===== config.mk =====
export PLATFORM = sky130hd
export DESIGN_NAME = lane_marking_edge_pairer_flat
export DESIGN_NICKNAME = d
export VERILOG_FILES = /design/src/rtl/lmep_pkg.sv /design/src/rtl/lmep_pixel_if.sv /design/src/rtl/lmep_mark_if.sv /design/src/rtl/lmep_cfg_if.sv /design/src/rtl/lmep_out_skid.sv /design/src/rtl/lane_marking_edge_pairer.sv /design/src/flat_wrapper.sv
export SDC_FILE = /design/constraint.sdc
export NUM_CORES = 1
export LEC_CHECK = 0
export BUFFER_PORTS_ARGS = -buffer_cell sky130_fd_sc_hd__buf_4
export CAP_MARGIN = 0
export CORE_MARGIN = 4
export CORE_UTILIZATION = 57
export DETAILED_ROUTE_END_ITERATION = 8
export GPL_TIMING_DRIVEN = 0
export PLACE_DENSITY = 0.9
export SYNTH_ARGS = -nofsm -noshare
export SYNTH_HDL_FRONTEND = slang
export SYNTH_SLANG_ARGS = --single-unit

===== constraint.sdc =====
create_clock -name clk -period 4.4 [get_ports clk]
set_input_delay 0.44 -clock clk [delete_from_list [all_inputs] [get_ports clk]]
set_output_delay 0.44 -clock clk [all_outputs]
set_load 0.01 [all_outputs]

===== src/rtl/lmep_pkg.sv =====
// Package for the lane marking edge pairer.
// Holds field widths, register indexes and the result struct; no dependencies.
`timescale 1ns / 1ps

package lmep_pkg;

  localparam int ROW_PIXELS  = 2048;
  localparam int COL_W       = $clog2(ROW_PIXELS + 1);
  localparam int PIXEL_W     = 8;
  localparam int SCALE_W     = 6;
  localparam int MARK_COL_W  = 11;
  localparam int CFG_IDX_W   = 1;
  localparam int CFG_DATA_W  = 8;
  localparam int WIN_W       = CFG_DATA_W + SCALE_W;

  localparam logic [CFG_IDX_W-1:0] REG_EDGE_THRESHOLD = 1'd0;
  localparam logic [CFG_IDX_W-1:0] REG_PAIR_WIDTH     = 1'd1;

  localparam logic [CFG_DATA_W-1:0] EDGE_THRESHOLD_RESET = 8'd50;
  localparam logic [CFG_DATA_W-1:0] PAIR_WIDTH_RESET     = 8'd50;

  // Windows this short are widened by a fixed margin.
  localparam logic [WIN_W-1:0] SHORT_WINDOW_MAX = WIN_W'(3);
  localparam logic [WIN_W-1:0] SHORT_WINDOW_ADD = WIN_W'(2);

  typedef struct packed {
    logic                  found;
    logic [MARK_COL_W-1:0] column;
  } mark_t;

endpackage


===== src/rtl/lmep_pixel_if.sv =====
// Pixel input channel: valid/ready handshake with the pixel payload.
// Depends on lmep_pkg.
`timescale 1ns / 1ps

interface lmep_pixel_if import lmep_pkg::*; ();
  logic               valid;
  logic               ready;
  logic [PIXEL_W-1:0] pixel;
  logic               row_start;
  logic [SCALE_W-1:0] row_scale;

  modport source (output valid, pixel, row_start, row_scale, input ready);
  modport sink (input valid, pixel, row_start, row_scale, output ready);
endinterface


===== src/rtl/lmep_mark_if.sv =====
// Result channel: valid/ready handshake with the marking flag and column.
// Depends on lmep_pkg.
`timescale 1ns / 1ps

interface lmep_mark_if import lmep_pkg::*; ();
  logic                  valid;
  logic                  ready;
  logic                  mark_found;
  logic [MARK_COL_W-1:0] mark_column;

  modport source (output valid, mark_found, mark_column, input ready);
  modport sink (input valid, mark_found, mark_column, output ready);
endinterface


===== src/rtl/lmep_cfg_if.sv =====
// Configuration write channel: valid/ready handshake with register index and data.
// Depends on lmep_pkg.
`timescale 1ns / 1ps

interface lmep_cfg_if import lmep_pkg::*; ();
  logic                  valid;
  logic                  ready;
  logic [CFG_IDX_W-1:0]  index;
  logic [CFG_DATA_W-1:0] data;

  modport source (output valid, index, data, input ready);
  modport sink (input valid, index, data, output ready);
endinterface


===== src/rtl/lmep_out_skid.sv =====
// Output register with a skid stage for the result channel.
// Depends on lmep_pkg and lmep_mark_if.
`timescale 1ns / 1ps

module lmep_out_skid import lmep_pkg::*; (
  input  logic          clk,
  input  logic          rst,
  input  logic          in_valid,
  input  mark_t         in_data,
  output logic          in_ready,
  lmep_mark_if.source   mark
);

  logic  out_valid;
  mark_t out_data;
  logic  skid_valid;
  mark_t skid_data;

  // The skid stage only fills when the output register is stalled, so the
  // producer can always finish one more transaction after ready drops.
  assign in_ready = !skid_valid;

  always_ff @(posedge clk) begin
    if (rst) begin
      out_valid  <= 1'b0;
      skid_valid <= 1'b0;
    end else if (!out_valid || mark.ready) begin
      if (skid_valid) begin
        out_valid  <= 1'b1;
        skid_valid <= 1'b0;
      end else begin
        out_valid <= in_valid;
      end
    end else if (in_valid) begin
      skid_valid <= 1'b1;
    end
  end

  always_ff @(posedge clk) begin
    if (!out_valid || mark.ready) begin
      if (skid_valid) begin
        out_data <= skid_data;
      end else if (in_valid) begin
        out_data <= in_data;
      end
    end else if (in_valid) begin
      skid_data <= in_data;
    end
  end

  assign mark.valid       = out_valid;
  assign mark.mark_found  = out_data.found;
  assign mark.mark_column = out_data.column;

endmodule


===== src/rtl/lane_marking_edge_pairer.sv =====
// Top level of the lane marking edge pairer: gradient, edge pairing and config.
// Depends on lmep_pkg, the channel interfaces and lmep_out_skid.
`timescale 1ns / 1ps

// The block takes one gray pixel per transaction on the pixel channel, with
// row_start set on the first pixel of each row and row_scale sampled there.
// Every pixel produces exactly one transaction on the mark channel, carrying
// mark_found and the midpoint column of a rise/fall edge pair.
// The cfg channel writes edge_threshold (index 0) and pair_width (index 1);
// it is always ready, and pair_width takes effect at the next row start.
// The result is registered in the output stage. Throughput is one pixel per
// cycle while the output stage has room: the edge test, window counter and the
// row-start multiply all complete combinationally in the accept cycle.
// A two-entry output stage (register plus skid) lets one more pixel be taken
// after the receiver stalls; pixel ready then drops until the skid entry empties.
// Synchronous reset clears the pixel history, column and window state,
// loads both registers with 50, and empties the output stage.
module lane_marking_edge_pairer import lmep_pkg::*; (
  input  logic        clk,
  input  logic        rst,
  lmep_pixel_if.sink  pix,
  lmep_mark_if.source mark,
  lmep_cfg_if.sink    cfg
);

  logic [CFG_DATA_W-1:0] edge_threshold;
  logic [CFG_DATA_W-1:0] pair_width;
  logic [PIXEL_W-1:0]    prev0;
  logic [PIXEL_W-1:0]    prev1;
  logic [COL_W-1:0]      column_count;
  logic [WIN_W-1:0]      row_window;
  logic [WIN_W-1:0]      window_count;
  logic [COL_W-1:0]      rise_column;

  logic [COL_W-1:0]      column_count_next;
  logic [WIN_W-1:0]      row_window_next;
  logic [WIN_W-1:0]      window_count_next;
  logic [COL_W-1:0]      rise_column_next;

  logic                  accept;
  logic                  skid_ready;
  logic [WIN_W-1:0]      product;
  logic [COL_W-1:0]      col_eff;
  logic [WIN_W-1:0]      win_eff;
  logic                  grad_ok;
  logic                  is_fall;
  logic                  is_rise;
  logic [COL_W-1:0]      center;
  logic [COL_W:0]        mid_sum;
  mark_t                 result;

  assign pix.ready = skid_ready;
  assign accept    = pix.valid && skid_ready;
  assign cfg.ready = 1'b1;

  always_ff @(posedge clk) begin
    if (rst) begin
      edge_threshold <= EDGE_THRESHOLD_RESET;
      pair_width     <= PAIR_WIDTH_RESET;
    end else if (cfg.valid) begin
      unique case (cfg.index)
        REG_EDGE_THRESHOLD: edge_threshold <= cfg.data;
        REG_PAIR_WIDTH:     pair_width     <= cfg.data;
        default: ;
      endcase
    end
  end

  always_comb begin
    product = WIN_W'(pair_width) * WIN_W'(pix.row_scale);
    if (product <= SHORT_WINDOW_MAX) begin
      product = product + SHORT_WINDOW_ADD;
    end

    col_eff = pix.row_start ? '0 : column_count;
    win_eff = pix.row_start ? '0 : window_count;
    row_window_next = pix.row_start ? product : row_window;

    grad_ok = (col_eff >= COL_W'(2)) && (col_eff < COL_W'(ROW_PIXELS));
    center  = col_eff - COL_W'(1);
    is_fall = {1'b0, prev1} > ({1'b0, pix.pixel} + {1'b0, edge_threshold});
    is_rise = {1'b0, pix.pixel} > ({1'b0, prev1} + {1'b0, edge_threshold});
    mid_sum = {1'b0, rise_column} + {1'b0, center};

    result            = '0;
    window_count_next = win_eff;
    rise_column_next  = rise_column;
    if (grad_ok) begin
      priority if (is_fall) begin
        if (win_eff != '0) begin
          result.found      = 1'b1;
          result.column     = mid_sum[MARK_COL_W:1];
          window_count_next = '0;
        end
      end else if (is_rise) begin
        rise_column_next  = center;
        window_count_next = row_window_next;
      end else if (win_eff != '0) begin
        window_count_next = win_eff - WIN_W'(1);
      end
    end

    column_count_next = (col_eff < COL_W'(ROW_PIXELS)) ? col_eff + COL_W'(1) : col_eff;
  end

  always_ff @(posedge clk) begin
    if (rst) begin
      prev0        <= '0;
      prev1        <= '0;
      column_count <= '0;
      row_window   <= '0;
      window_count <= '0;
      rise_column  <= '0;
    end else if (accept) begin
      prev0        <= pix.pixel;
      prev1        <= prev0;
      column_count <= column_count_next;
      row_window   <= row_window_next;
      window_count <= window_count_next;
      rise_column  <= rise_column_next;
    end
  end

  lmep_out_skid u_out_skid (
    .clk      (clk),
    .rst      (rst),
    .in_valid (accept),
    .in_data  (result),
    .in_ready (skid_ready),
    .mark     (mark)
  );

endmodule


===== src/flat_wrapper.sv =====
// flat-port wrapper written by rule: the top's interface ports become plain ports
module lane_marking_edge_pairer_flat import lmep_pkg::*;
  (clk, rst, pix_valid, pix_pixel, pix_row_start, pix_row_scale, pix_ready, mark_valid, mark_mark_found, mark_mark_column, mark_ready, cfg_valid, cfg_index, cfg_data, cfg_ready);
  lmep_pixel_if pix_i ();
  lmep_mark_if mark_i ();
  lmep_cfg_if cfg_i ();
  input  logic clk;
  input  logic rst;
  input wire logic [$bits(pix_i.valid)-1:0] pix_valid;
  input wire logic [$bits(pix_i.pixel)-1:0] pix_pixel;
  input wire logic [$bits(pix_i.row_start)-1:0] pix_row_start;
  input wire logic [$bits(pix_i.row_scale)-1:0] pix_row_scale;
  output wire logic [$bits(pix_i.ready)-1:0] pix_ready;
  output wire logic [$bits(mark_i.valid)-1:0] mark_valid;
  output wire logic [$bits(mark_i.mark_found)-1:0] mark_mark_found;
  output wire logic [$bits(mark_i.mark_column)-1:0] mark_mark_column;
  input wire logic [$bits(mark_i.ready)-1:0] mark_ready;
  input wire logic [$bits(cfg_i.valid)-1:0] cfg_valid;
  input wire logic [$bits(cfg_i.index)-1:0] cfg_index;
  input wire logic [$bits(cfg_i.data)-1:0] cfg_data;
  output wire logic [$bits(cfg_i.ready)-1:0] cfg_ready;
  assign pix_i.valid = pix_valid;
  assign pix_i.pixel = pix_pixel;
  assign pix_i.row_start = pix_row_start;
  assign pix_i.row_scale = pix_row_scale;
  assign pix_ready = pix_i.ready;
  assign mark_valid = mark_i.valid;
  assign mark_mark_found = mark_i.mark_found;
  assign mark_mark_column = mark_i.mark_column;
  assign mark_i.ready = mark_ready;
  assign cfg_i.valid = cfg_valid;
  assign cfg_i.index = cfg_index;
  assign cfg_i.data = cfg_data;
  assign cfg_ready = cfg_i.ready;
  lane_marking_edge_pairer u_core (.clk(clk), .rst(rst), .pix(pix_i), .mark(mark_i), .cfg(cfg_i));
endmodule

==> flow_summary.ini, run 1 <==
[timing]
setup-tns-final_ns = -0.0309
drv_slew = 0
grt_setup_unrepaired = true
skew_ns = 0.0117
timing.final.crit_period_ns = 4.43
relSlewSlack_pct = 28.7
post-route-period-util_pct = 101
timing_hold_violations_final = 0
worst_max_slew_pin_slew_ns = 1.06
timing.fmax_mhz = 226
worst_slack_ns = -0.0309
setup-violations-final = 1

[grt]
pin_count_of_the_biggest_net_entering_global_routing = 22
initial_antenna_violation_count = 0
grt_pass1_vias = 7567
global_route_wire_length_before_repair_um = 35000
grt_overflow_total = 0
gr-usage-all-layers_pct = 25.5

[cts]
clk_pin_slew_worst_paths_ns = 0.08
clock_tree_root_driver_cell = clkbuf_16
count_of_hold_buffers_inserted_by_post_cts_repair = 0
cts_max_level = 3
insertion_delay_ns = 0.37
clock_tree_from_tritoncts = yes
tritoncts.num_buffers = 9
max-clock-path-buffers = 2
cts.sinks = 110

[synthesis]
synth.distinct_cells = 81
synth_area_leaders = dfxtp_1, ha_1, edfxtp_1
async_reset_ff_share_pct = 0
yosys_warnings = 0
synth_top_flop_cell = dfxtp_1
ys_seq_area_share_pct = 29.4
synth_top_area_share_pct = 20.7
number_of_flops_mapped_to_enable_cells_by_yosys = 24
synth.ff_latch_count = 110
syn-mean-instance-area_um2 = 8.40
synth_top_cell_by_area = dfxtp_1
netlist_area_um2 = 8310
syn-instance-count = 990
synthesis.nets = 1117

[final_layout]
layout.nets = 1180
layout-drive-gt1-share_pct = 12.8
post-route-util_pct = 66.9
layout_commonest_cell = nand2_1
syn_to_final_growth_pct = 13.5
most-common-layout-cells = nand2_1, a21oi_1, dfxtp_1
antenna_cells = 0
layout.cell_area.non_filler_um2 = 9440
area.sequential_um2 = 2460
final.fill_count = 1061
multi_input_comb_area_um2 = 5620

[setup_path]
worst_setup_path_startpoint = u_core.pair_width[6]
timing.critical_path.cells = nand2_4 -> fa_1 -> inv_2 -> fa_1 -> inv_1 -> fa_1 -> inv_2 -> ha_4 -> a2111oi_4 -> o21ai_2 -> a21o_1 -> a211o_4 -> nor4_4 -> a211oi_2 -> o41ai_2
cp_slowest_cell = fa_1
timing.reg2reg.setup_slack_ns = -0.03
critical_path.endpoint = u_core.window_count[3]
crit-reg2reg-capture = u_core.window_count[3]
endpoint_kind = register
timing_worst_setup_path_type = register to register
worst-path-stages = 15
worst_ep_arrival_time_ns = 4.71
worst_setup_path_start_kind = register
cp_num_buf_inv = 3
reg2regPathDepth = 15
crit_top_cell = fa_1
critPathTopFamily = adder cells
crit_path_max_incr_delay_ns = 0.55
worst-path-max-fanout = 7
critical_path.reg2reg.startpoint = u_core.pair_width[6]
worstPathRequired_ns = 4.68

[place]
io_buffers = 41
dpl-instance-area_um2 = 8840
gp_congestion = 0.926
hpwl_after_detailed_placement_um = 15500
dpl_worst_slack_ns = -0.560

[drt]
drt-wirelength-per-cell_um = 17.4
initial_drt_pass_iterations = 5
drt_iter0_markers = 549
num_vias = 7756
number_of_remaining_drc_errors = 0
wirelength_um = 21600
postRouteAntennaNets = 0
via_density = 6.26

[floorplan]
floorplan.io_pins = 44
dieArea_um2 = 16600
die_w_um = 129
dieHeight_um = 129
initial_core_util_pct = 59.0
placement_rows = 43
fp.coreArea_um2 = 14100

[power_and_ir_drop]
power.density_nw_per_um2 = 324
cell_internal_pwr_mw = 1.95
power_switching_mw = 1.11
switching_share_pct = 36.2
power_frac_seq_pct = 36.0
comb_power_share_pct = 36.6
total_power_mw = 3.06
ir_drop_mv = 0.195
p_leak_nw = 3.92
share_clk_of_total_power_pct = 27.4

[status]
run_status = finished, violations left
violations = setup timing

[run]
max_capacitance_violation_count = 0

[hold_path]
hold_path_class = input pin to register
==> worst register-to-register path, cell delays in order, from the launching register on <==
cell	delay, ns
dfxtp_4	0.40
nand2_4	0.06
fa_1	0.55
inv_2	0.04
fa_1	0.47
inv_1	0.05
fa_1	0.50
inv_2	0.05
ha_4	0.26
a2111oi_4	0.38
o21ai_2	0.14
a21o_1	0.23
a211o_4	0.37
nor4_4	0.38
a211oi_2	0.15
o41ai_2	0.33
==> metal layers <==
metal / global-route usage (%) / vias up / part of all wire [%]
li1: - / 3644 / -
met1: 30.9 / 3670 / 40
met2: 44.3 / 356 / 49
met3: 4.82 / 86 / 7.3
met4: 10.9 / 0 / 3.7
met5: 0 / - / 0
==> worst min path at each step <==
| stage | startpoint | to | depth (start not counted) |
|---|---|---|---|
| after floorplan | u_core.prev0[0] | u_core.prev1[0] | 2 |
| after global placement | u_core.prev0[5] | u_core.prev1[5] | 2 |
| after detailed placement | u_core.prev0[6] | u_core.prev1[6] | 2 |
| after CTS | cfg_data[4] | u_core.edge_threshold[4] | 3 |
| after global routing | cfg_data[4] | u_core.edge_threshold[4] | 3 |
| final | cfg_data[5] | u_core.edge_threshold[5] | 3 |
==> cell families (layout without fill, tap and decap cells) <==
| group | after synthesis | count (layout) | share of synthesized area, % |
|---|---|---|---|
| and+or+nand+nor | 377 | 377 | 22.1 |
| AOI/OAI and AO/OA | 236 | 236 | 19.3 |
| DFF | 110 | 110 | 29.4 |
| buffers and inverters | 110 | 178 | 5.28 |
| adders and majority gates | 98 | 98 | 17.3 |
| xor gates and xnor gates | 36 | 36 | 3.79 |
| muxes | 22 | 22 | 2.88 |
| other | 1 | 1 | 0.0451 |
==> cells in the mapped netlist (12+ instances only) <==
cell / number
nand2_1: 150
dfxtp_1: 86
a21oi_1: 79
nor2_1: 71
ha_1: 70
inv_1: 63
and2_1: 41
o21ai_0: 36
clkbuf_1: 33
nand3_1: 29
fa_1: 28
nor3_1: 26
edfxtp_1: 24
xnor2_1: 21
mux2i_1: 16
xor2_1: 15
a21o_1: 12
==> sequential cells by signal, indices dropped and copies added, names as in the netlist <==
signal	count
u_core.row_window	14
u_core.window_count	14
u_core.column_count	12
u_core.rise_column	12
u_core.u_out_skid.skid_data	12
u_core.u_out_skid.mark.mark_column	11
u_core.edge_threshold	8
u_core.pair_width	8
u_core.prev0	8
u_core.prev1	8
u_core.u_out_skid.mark.mark_found	1
u_core.u_out_skid.mark.valid	1
u_core.u_out_skid.skid_valid	1
==> per-stage QoR <==
step	std cells	hold WS (ns)
finish	1238	0.294
CTS	1228	0.296
floorplan	990	0.432
global placement	1211	0.439
detailed placement	1211	0.445
global route	1238	0.302
==> area by class of cell <==
| cell class | count | share of cell area (%) |
|---|---|---|
| repair buffers | 54 | 4.30 |
| multi-input cells | 770 | 59.6 |
| clock inverters | 7 | 0.796 |
| flip-flops and latches | 110 | 26.1 |
| clock buffers | 9 | 2.39 |
| plain buffers | 44 | 1.95 |
| inverters | 64 | 2.55 |
| well taps | 180 | 2.39 |
==> what timing repair did <==
item,CTS,global route
gates resized for setup,18,29
setup endpoints to repair,7,9
setup buffers,2,11
pin swaps,6,17
hold endpoints to repair,0,0
==> power groups by stage <==
stage / logic, mW / clock network, mW / registers [mW]
finish: 1.12 / 0.837 / 1.10
global route: 1.23 / 0.883 / 1.11
CTS: 0.974 / 0.837 / 1.10
detailed placement: 0.906 / 0 / 1.12
global placement: 0.869 / 0 / 1.12
floorplan: 0.688 / 0 / 1.12
Note: power is estimated with default switching activity, not from simulation.
==> run 2: changes to the inputs <==
ABC_AREA = 1   (was unset)
==> run 2 against run 1 <==
  * The flow now finishes without violations
  * Largest cell class unchanged
  * Sequential power increased by 4%
  * Maximum frequency grew 7.5%
  * Worst setup slack better by 0.31 ns
  * Register-to-register slack better by 0.31 ns
  * Sequential cell count stayed put
  * Synthesized area grew 1.8%
==> flow_summary.ini, run 2 <==
[setup_path]
crit_path_max_incr_delay_ns = 0.54
worstPathRequired_ns = 4.70
timing.reg2reg.setup_slack_ns = 0.28
worst-path-max-fanout = 7
reg2regPathDepth = 20
endpoint_kind = register
timing.critical_path.cells = nand2_1 -> fa_1 -> inv_1 -> fa_1 -> inv_1 -> fa_1 -> inv_1 -> ha_1 -> nand2_1 -> nor2_1 -> nand3_1 -> nand4_1 -> nand2_1 -> nor2_1 -> nand2_1 -> o21ai_2 -> nand2_1 -> nand2_1 -> nand2_1 -> a21oi_1
crit_top_cell = nand2_1
worst_setup_path_start_kind = register
cp_slowest_cell = fa_1
worst_ep_arrival_time_ns = 4.42
critical_path.reg2reg.startpoint = u_core.pair_width[4]
timing_worst_setup_path_type = register to register
crit-reg2reg-capture = u_core.window_count[2]

[cts]
insertion_delay_ns = 0.37
cts.sinks = 110
max-clock-path-buffers = 2
tritoncts.num_buffers = 9
ctsResizeCount = 0
clock_tree_root_driver_cell = clkbuf_16
cts_max_level = 3
clk_pin_slew_worst_paths_ns = 0.08
count_of_hold_buffers_inserted_by_post_cts_repair = 0
postCtsSetupRepairBufs = 0
clock_tree_from_tritoncts = yes

[power_and_ir_drop]
share_clk_of_total_power_pct = 26.1
power_frac_seq_pct = 35.8
switching_share_pct = 39.3
ir_drop_mv = 0.303
total_power_mw = 3.17
power_switching_mw = 1.25
power.density_nw_per_um2 = 341
cell_internal_pwr_mw = 1.92
p_leak_nw = 4.83
comb_power_share_pct = 38.1

[grt]
gr-usage-all-layers_pct = 24.7
initial_antenna_violation_count = 0
grt_pass1_vias = 7675
pin_count_of_the_biggest_net_entering_global_routing = 22
global_route_wire_length_before_repair_um = 34200
grt_overflow_total = 0

[hold_path]
worst_hold_path.endpoint = u_core.pair_width[5]
hold_depth = 3
timing.hold.worst.start = cfg_data[5]
hold_path_class = input pin to register

[floorplan]
placement_rows = 44
fp.coreArea_um2 = 14500
floorplan.io_pins = 44
initial_core_util_pct = 58.2
dieArea_um2 = 16900
dieHeight_um = 130
die_w_um = 130

[place]
io_buffers = 36
hpwl_after_detailed_placement_um = 15500
gp_congestion = 0.947
placed_cells = 1445

[final_layout]
syn_to_final_growth_pct = 9.80
layout.nets = 1398
final_cells = 1460
area.sequential_um2 = 2450
antenna_cells = 0
layout_commonest_cell = nand2_1
layout-drive-gt1-share_pct = 9.25
final.fill_count = 1236
multi_input_comb_area_um2 = 5110
largest_registers = u_core.row_window: 14 flops, u_core.window_count: 14 flops
most-common-layout-cells = nand2_1, inv_1, nor2_1

[synthesis]
syn-instance-count = 1225
yosys.cell_count.top_type = nand2_1
ys_seq_area_share_pct = 28.9
synth_top_flop_cell = dfxtp_1
syn-mean-instance-area_um2 = 6.91
netlist_area_um2 = 8460
number_of_flops_mapped_to_enable_cells_by_yosys = 24
synth_area_leaders = dfxtp_1, nand2_1, ha_1
ys_top_cells_by_count = nand2_1, inv_1, nor2_1
synth_top_cell_by_area = dfxtp_1
synth.ff_latch_count = 110
synthesis.nets = 1352
synth_top_area_share_pct = 20.3
synth.distinct_cells = 42
async_reset_ff_share_pct = 0
yosys_warnings = 0

[drt]
postRouteAntennaNets = 0
number_of_remaining_drc_errors = 0
via_density = 5.49
num_vias = 8014
drt-wirelength-per-cell_um = 13.8
initial_drt_pass_iterations = 6
drt_iter0_markers = 680
wirelength_um = 20100

[timing]
skew_ns = 0.0131
grt_setup_unrepaired = false
setup-tns-final_ns = 0
setup-violations-final = 0
relSlewSlack_pct = 38.3
worst_max_slew_pin_slew_ns = 0.922
post-route-period-util_pct = 93.7
timing.final.crit_period_ns = 4.12
timing_hold_violations_final = 0
drv_slew = 0
timing.fmax_mhz = 243

[status]
run_status = complete, no violations

[run]
max_capacitance_violation_count = 0
==> run 2: cell types whose count changed after synthesis, moves of 10 or more <==
cell / before / now
and2_1: 41 / 0
inv_1: 63 / 185
inv_2: 0 / 16
mux2i_1: 16 / 0
nand2_1: 150 / 277
nand2_2: 0 / 11
nand3_1: 29 / 58
nor2_1: 71 / 140
nor3_1: 26 / 13
o21ai_0: 36 / 81
o21ai_1: 5 / 17
o31ai_1: 10 / 0
xnor2_1: 21 / 10
==> run 2: power groups by stage <==
stage,Clock [mW],Combinational (mW),Sequential (mW)
after floorplan,0,0.885,1.15
after global placement,0,1.12,1.15
after detailed placement,0,1.17,1.16
after CTS,0.822,1.18,1.13
after global routing,0.873,1.38,1.14
final,0.827,1.21,1.14
==> run 2: worst max-delay path, delay by kind of cell, from the launching register on <==
kind	cells	cell delay (ns)
compound gates	2	0.28
flops	1	0.40
fa+ha+maj	4	1.95
simple gates	11	1.25
buf+inv	3	0.14
==> run 2: cell type report <==
class	count	share of cell area (%)
Clock inverter	7	0.741
Buffer	38	1.86
Timing Repair Buffer	36	2.91
Sequential cell	110	26.4
Tap cell	184	2.48
Inverter	203	8.20
Clock buffer	9	2.42
Multi-Input combinational cell	873	55.0
==> run 2: per-layer routing <==
layer	vias up	GRT usage, %	routed length (µm)
li1	3998	-	-
met1	3653	30.6	8370
met4	0	8.80	541
met3	52	5.73	1610
met2	311	42.4	9580
met5	-	0	0
==> run 2: how the worst max path moves through the flow <==
stage                                     from                endpoint  slack, ns  cells past startpoint
after detailed placement      pix_row_scale[5]  u_core.window_count[2]      -0.19                     22
after CTS                 u_core.pair_width[0]  u_core.window_count[2]       0.04                     21
final                     u_core.pair_width[4]  u_core.window_count[2]       0.28                     20
after global routing      u_core.pair_width[4]  u_core.window_count[2]      0.002                     21
after floorplan               pix_row_scale[5]  u_core.window_count[2]       0.37                     22
after global placement        pix_row_scale[5]  u_core.window_count[2]      -0.10                     22
==> run 2: stage by stage <==
step / worst slack [ns] / cell area, µm² / hold WS [ns] / utilization (%)
2_1_floorplan: 0.370 / 8460 / 0.441 / -
3_3_place_gp: -0.105 / 8960 / 0.451 / 61.7
3_5_place_dp: -0.187 / 8960 / 0.461 / 61.7
4_1_cts: 0.0368 / 9260 / 0.273 / 63.7
5_1_grt: 0.00156 / 9290 / 0.286 / 63.9
6_report: 0.279 / 9290 / 0.272 / 63.9
==> run 2: logic make-up after synthesis <==
logic type	synth area share (%)
fa+ha+maj	17.0
simple gates	26.6
xor+xnor	2.59
other cells	0.0443
compound gates	13.9
buf+inv	11.0
flops	28.9
